`src/hw/rtl/pcr_pkg.sv`:
```
package pcr_pkg;

    typedef struct packed {
        logic [31:0] time_ms;
        logic [7:0]  range_low;
        logic [7:0]  range_high;
        logic [15:0] cycle_rate;
        logic [15:0] cycle_mode;
        logic [7:0]  entry_pos;
    } t_in_word;

    typedef struct packed {
        logic [7:0] dest_index;
        logic [7:0] source_index;
        logic       time_saturated;
    } t_out_word;

    // sideband that rides along the pipeline with each word
    typedef struct packed {
        logic [7:0] lo;
        logic [7:0] j;
        logic [8:0] size;
        logic       rev;
        logic       pp;
        logic       sine;
        logic       half;
        logic       sat;
        logic [7:0] tm_lo;
        logic [7:0] k;
    } t_side;

    localparam logic [15:0] MODE_REVERSE   = 16'd2;
    localparam logic [15:0] MODE_PINGPONG  = 16'd3;
    localparam logic [15:0] MODE_HALF_SINE = 16'd4;
    localparam logic [15:0] MODE_FULL_SINE = 16'd5;

    // rate*256*ms/280000 == 4*(rate*ms)/4375, taken as (P * TIME_RECIP) >> 53,
    // exact for every P below SAT_LIMIT
    localparam logic [42:0] TIME_RECIP = 43'd8235153604335;
    // rate*ms at or above this saturates the 31-bit time
    localparam logic [47:0] SAT_LIMIT  = 48'd2348810240000;
    localparam logic [30:0] TM_MAX     = 31'h7FFF_FFFF;
    localparam logic [63:0] HALF_PI_Q30 = 64'd1686629713;

    // sin(ang) for a first-quadrant Q30 angle, returned as sin+1 in Q1.15
    // (negated half turn when neg is set)
    function automatic logic [15:0] sine_val(input logic [63:0] ang, input logic neg);
        logic [63:0] x2;
        logic [63:0] term;
        logic [63:0] sum;
        logic [63:0] s;
        x2   = (ang * ang) >> 30;
        term = ang;
        sum  = ang;
        term = ((term * x2) >> 30) / 64'd6;
        sum  = sum - term;
        term = ((term * x2) >> 30) / 64'd20;
        sum  = sum + term;
        term = ((term * x2) >> 30) / 64'd42;
        sum  = sum - term;
        term = ((term * x2) >> 30) / 64'd72;
        sum  = sum + term;
        term = ((term * x2) >> 30) / 64'd110;
        sum  = sum - term;
        s = (sum + 64'd16384) >> 15;
        if (s > 64'd32767) begin
            s = 64'd32767;
        end
        return neg ? 16'(64'd32768 - s) : 16'(64'd32768 + s);
    endfunction

endpackage

```
`src/hw/rtl/pcr_divpipe.sv`:
```
// Restoring divider, one quotient bit per register stage.
// Requires num >> Q_W < den for a meaningful result.
module pcr_divpipe #(
    parameter int NUM_W = 24,
    parameter int DEN_W = 10,
    parameter int Q_W   = 23
) (
    input  logic               i_clk,
    input  logic               i_rst_n,
    input  logic               i_valid,
    input  logic [NUM_W-1:0]   i_num,
    input  logic [DEN_W-1:0]   i_den,
    input  pcr_pkg::t_side     i_side,
    output logic               o_valid,
    output logic [Q_W-1:0]     o_quo,
    output logic [DEN_W-1:0]   o_rem,
    output pcr_pkg::t_side     o_side
);
    import pcr_pkg::*;

    logic             r_vld  [Q_W];
    logic [DEN_W-1:0] r_rem  [Q_W];
    logic [Q_W-1:0]   r_w    [Q_W];   // numerator bits shift out, quotient bits in
    logic [DEN_W-1:0] r_den  [Q_W];
    t_side            r_side [Q_W];

    for (genvar s = 0; s < Q_W; s++) begin : g_stage
        logic             s_vld;
        logic [DEN_W-1:0] s_rem;
        logic [DEN_W-1:0] s_den;
        logic [Q_W-1:0]   s_w;
        t_side            s_side;
        logic [DEN_W:0]   s_t;

        if (s == 0) begin : g_first
            assign s_vld  = i_valid;
            assign s_rem  = DEN_W'(i_num[NUM_W-1:Q_W]);
            assign s_w    = i_num[Q_W-1:0];
            assign s_den  = i_den;
            assign s_side = i_side;
        end else begin : g_next
            assign s_vld  = r_vld[s-1];
            assign s_rem  = r_rem[s-1];
            assign s_w    = r_w[s-1];
            assign s_den  = r_den[s-1];
            assign s_side = r_side[s-1];
        end

        assign s_t = {s_rem, s_w[Q_W-1]};

        always_ff @(posedge i_clk) begin
            if (!i_rst_n) begin
                r_vld[s] <= 1'b0;
            end else begin
                r_vld[s] <= s_vld;
            end
        end

        always_ff @(posedge i_clk) begin
            r_den[s]  <= s_den;
            r_side[s] <= s_side;
            if (s_t >= {1'b0, s_den}) begin
                r_rem[s] <= DEN_W'(s_t - {1'b0, s_den});
                r_w[s]   <= {s_w[Q_W-2:0], 1'b1};
            end else begin
                r_rem[s] <= s_t[DEN_W-1:0];
                r_w[s]   <= {s_w[Q_W-2:0], 1'b0};
            end
        end
    end

    assign o_valid = r_vld[Q_W-1];
    assign o_quo   = r_w[Q_W-1];
    assign o_rem   = r_rem[Q_W-1];
    assign o_side  = r_side[Q_W-1];

endmodule

```
`config.mk`:
```
export PLATFORM = sky130hd
export DESIGN_NAME = pcr_divpipe
export DESIGN_NICKNAME = d
export VERILOG_FILES = /design/src/hw/rtl/pcr_pkg.sv /design/src/hw/rtl/pcr_divpipe.sv
export SDC_FILE = /design/constraint.sdc
export NUM_CORES = 2
export LEC_CHECK = 0
export CAP_MARGIN = 0
export CORE_UTILIZATION = 50
export DETAILED_ROUTE_END_ITERATION = 8
export DONT_BUFFER_PORTS = 1
export SETUP_SLACK_MARGIN = 0.4
export SKIP_CTS_REPAIR_TIMING = 1
export SYNTH_ARGS = -nofsm -noshare
export SYNTH_HDL_FRONTEND = slang
export SYNTH_SLANG_ARGS = --single-unit
```
`constraint.sdc`:
```
create_clock -name i_clk -period 2.43 [get_ports i_clk]
set_input_delay 0.486 -clock i_clk [delete_from_list [all_inputs] [get_ports i_clk]]
set_output_delay 0.486 -clock i_clk [all_outputs]
set_load 0.01 [all_outputs]
```
After elaboration in Yosys (flattened, before gate mapping) --
Memory sizes are Yosys's and may differ from the RTL's. Index checks and enable logic that the tools add are counted.
Word-level totals: memories kept 5, bits in writable memories 2070, logic and storage cells 260, output and inout bits 80, register bits after elaboration 0, input bits 83
Operators by class: bitwise logic cells 69, muxes and demuxes 140, order comparisons 23, add/subtract/negate cells 23
Memory list:
- r_side | words 23, width 46, rd ports 23, clocked after memory_dff 0, wr ports 23, RTL line pcr_divpipe.sv:25 | t_side r_side [Q_W];
- r_w | words 23, width 23, rd ports 23, clocked after memory_dff 0, wr ports 23, RTL line pcr_divpipe.sv:23 | logic [Q_W-1:0] r_w [Q_W];
- r_den | words 23, width 10, rd ports 22, clocked after memory_dff 0, wr ports 23, RTL line pcr_divpipe.sv:24 | logic [DEN_W-1:0] r_den [Q_W];
- r_rem | words 23, width 10, rd ports 23, clocked after memory_dff 0, wr ports 23, RTL line pcr_divpipe.sv:22 | logic [DEN_W-1:0] r_rem [Q_W];
- r_vld | words 23, width 1, rd ports 23, clocked after memory_dff 0, wr ports 23, RTL line pcr_divpipe.sv:21 | logic r_vld [Q_W];
Operators by type and width (count):
- 2-to-1 mux 23 bit | 23
- greater-or-equal comparator 11 x 10 -> 1 bit | 22
- 2-to-1 mux 10 bit | 23
- subtractor 10 bit | 22
- 2-to-1 mux 1 bit | 94
- bitwise OR 1 bit | 69
- greater-or-equal comparator 2 x 10 -> 1 bit | 1
- subtractor 2 x 10 -> 10 bit | 1

Depth between registers and ports, before layout --
An unclocked memory read counts as a cell.
word-level depth 5, depth in mapped cells 10, gate-level depth less buffers 10

Least setup slack after synthesis --
OpenSTA, ideal clock, no wires.
kind register to register, start point memory r_w[20][22], in the netlist r_w[2][114], end point memory r_rem[21][8], in the netlist r_rem[2][58], setup time 0.121 ns, clock period less this slack 2.163 ns, data arrival time 2.042 ns, cell stages (with the launch flop) 11, setup slack 0.267 ns, buffers on the path 0, required time 2.309 ns, cells stage by stage dfxtp_1 inv_1 ha_1 inv_1 fa_1 a21o_1 a21oi_2 nor2_1 a2111oi_1 xnor2_1 mux2_2
RTL lines (RTL line):
- start: declaration | pcr_divpipe.sv:23
- end: declaration | pcr_divpipe.sv:22

==> summary.md <==
| Metric | Value |
|---|---|
| Worst Max-Slew Pin Slew | 0.786 ns |
| Num CTS Buffers | 188 |
| Final nets | 4,464 |
| Die span in x | 332 um |
| CTS tree | built |
| Sequential share of the synthesized area | 0.755 |
| Antenna viol nets, final | 0 |
| Largest net degree at the start of global routing | 24 |
| Pwr dens | 1360 nW/um2 |
| Vias in the first global route | 24,749 |
| Hold Crit Class | input pin to register |
| Ys async rst share | 0 |
| Placed insts | 5,152 |
| GR Util All Layers | 0.133 |
| Hold Vio Cnt, Final | 0 |
| Port buffer count | 0 |
| Synth warn | 0 |
| Net switching power | 23.5 mW |
| Comb pwr share | 0.232 |
| Yosys reg bits | 2,060 |
| First-pass GRT wire length | 119,000 um |
| Max-Cap Viols | 0 |
| Fin crit share | 0.940 |
| Syn Area/Cell | 14.5 um2 |
| Crit-path max FO | 5 |
| Max clock buf depth | 3 |
| DIE AREA | 111,000 um2 |
| Worst-Skew Late Latency | 0.77 ns |
| Switch share | 0.257 |
| Drt initial violations | 868 |
| CP Capture Type | register |
| Vias | 25,630 |
| Commonest non-fill, non-tap cell in the layout | dfxtp_1 |
| Final WL | 77,600 um |
| Status | finished, final reports clean |
| Cell area after layout | 67,100 um2 |
| Avg WL per Cell | 13.6 um |
| H-tree depth | 4 |
| Post-Syn Nets | 4,082 |
| Place WS | 0.0790 ns |
| Clock root cell | clkbuf_16 |
| Synth unique cells | 48 |
| Core area | 108,000 um2 |
| Die height | 332 um |
| Slew headroom | 0.472 |
| DRC Markers | 0 |
| Synth Flop Type | dfxtp_1 |
| Share of cells above drive strength 1 | 0.262 |
| Final Skew | 0.0438 ns |
| RSZ-0062 raised after global routing | yes |
| Seq pwr share | 0.447 |
| Row cnt | 120 |
| Setup TNS | 0 ns |
| Vias per cell | 4.50 |
| Max Slew Vio Count | 0 |
| Initial core utilization | 0.507 |
| Total congestion overflow | 0 |
| Crit path time final | 2.29 ns |
| Area Growth Syn to Fin | 22.9% |
| Setup ws final | 0.145 ns |
| Area of placed instances | 57,200 um2 |
| Pint | 68.1 mW |
| Clk pwr share | 0.321 |
| EDFF count, synth | 0 |
| GPL Wtd Cong | 0.822 |
| Num Clock Sinks | 2,060 |
| Crit path kind | register to register |
| P_leak | 28.5 nW |
| Iteration count of the initial detailed-routing pass | 5 |
| Hpwl dp | 48,400 um |
| Commonest cells after routing, fill and taps aside | dfxtp_1 (1,953), inv_1 (250), clkbuf_16 (191) |
| Mapped cell area | 54,600 um2 |
| Worst Setup Start Kind | register |
| Initial antenna violation count | 3 |
| Achievable Freq | 0.438 GHz |
| Crit path arrival time | 2.92 ns |
| Cells after Synth | 3,754 |
| CP Data Required Time | 3.06 ns |
| Setup violators final | 0 |
| Post-route insts no fill | 5,694 |
| Max IR drop VDD | 0.723 mV |
| Clock transition at the registers of the reported paths | 0.06 ns |
| Ports | 163 |
-- critical path: stages, from the launching register on --
cell,delay (ns)
dfxtp_1,0.41
ha_4,0.25
a21oi_2,0.17
o21ai_2,0.09
a21oi_4,0.14
a21oi_2,0.06
or4_4,0.55
clkbuf_4,0.21
mux2_4,0.30
-- registers in the layout, summed over array words and instances, names as in the netlist --
signal / count
r_rem: 230
r_w: 529
r_side: 1058
r_den: 220
r_vld: 23
-- final cells by class --
cell class	instances	area (um2)
multi-input combinational	1390	14600
clock buffer	279	5570
tap	1403	1760
sequential	2060	41400
timing repair buffer	205	1820
inverter	291	1100
fill	8082	40500
clock inverter	65	877
antenna	1	2.50
-- per-stage QoR --
| step | hold slack [ns] | utilization | total power [mW] |
|---|---|---|---|
| 4_1_cts | -0.339 | 0.591 | 88.9 |
| 3_5_place_dp | 0.312 | 0.532 | 59.1 |
| 2_1_floorplan | 0.310 | - | 56.0 |
| 6_report | 0.0390 | 0.624 | 91.6 |
| 5_1_grt | 0.0281 | 0.624 | 96.4 |
| 3_3_place_gp | 0.309 | 0.532 | 58.9 |
-- routing by layer --
metal,routed length [um],up-vias,global-route usage
met1,34100,11878,0.158
met4,2660,2,0.0627
met2,37700,386,0.224
met3,3090,185,0.0341
li1,-,13179,-
met5,11,-,0
-- power groups by stage --
stage | clock (mW) | sequential [mW] | combinational (mW)
2_1_floorplan | 0 | 40.6 | 15.4
3_3_place_gp | 0 | 41.5 | 17.4
3_5_place_dp | 0 | 41.5 | 17.6
4_1_cts | 30.4 | 40.8 | 17.7
5_1_grt | 31.9 | 41.5 | 23.1
6_report | 29.4 | 41.0 | 21.2
-- cells in the mapped netlist (3+ instances only) --
cell,number,area share
o2111ai_1,22,0.0035
buf_2,3,0.00027
o21ai_0,45,0.0041
clkbuf_1,3,0.00021
mux2i_1,23,0.0042
o21a_1,31,0.0043
nand2_2,4,0.00046
mux2_4,144,0.040
ha_1,222,0.051
inv_1,291,0.020
fa_1,23,0.0084
a211oi_1,43,0.0059
and2b_1,14,0.0019
nor2_1,121,0.0083
xnor2_1,91,0.015
buf_6,18,0.0037
o21bai_1,3,0.00041
mux2_2,41,0.0085
o221ai_1,18,0.0029
dfxtp_1,2060,0.76
nand2_1,87,0.0060
a21o_1,27,0.0037
nand3b_1,18,0.0025
or4_4,17,0.0035
xor2_1,65,0.010
nand3_1,25,0.0023
nor3_1,3,0.00027
nand4_1,42,0.0048
a21oi_2,38,0.0061
and2_1,23,0.0026
nor2b_1,45,0.0052
a21oi_1,121,0.011
-- path summary, 6_finish.rpt --
kind	from	end	slack (ns)	cells past startpoint
setup / recovery	r_rem[0][75]	r_rem[1][4]	0.14	8
hold / removal	i_num[22]	r_rem[0][0]	0.04	3
setup reg to reg	r_rem[0][75]	r_rem[1][4]	0.14	8
hold reg to reg	r_w[2][24]	r_w[2][48]	0.29	0
-- logic make-up after synthesis --
kind of cell	synth area share
AOI/OAI and AO/OA	0.0454
xor gates and xnor gates	0.0250
buffers and inverters	0.0242
adders and majority gates	0.0593
and+or+nand+nor	0.0386
muxes	0.0523
DFF	0.755
Note: power is estimated with default switching activity, not from simulation.
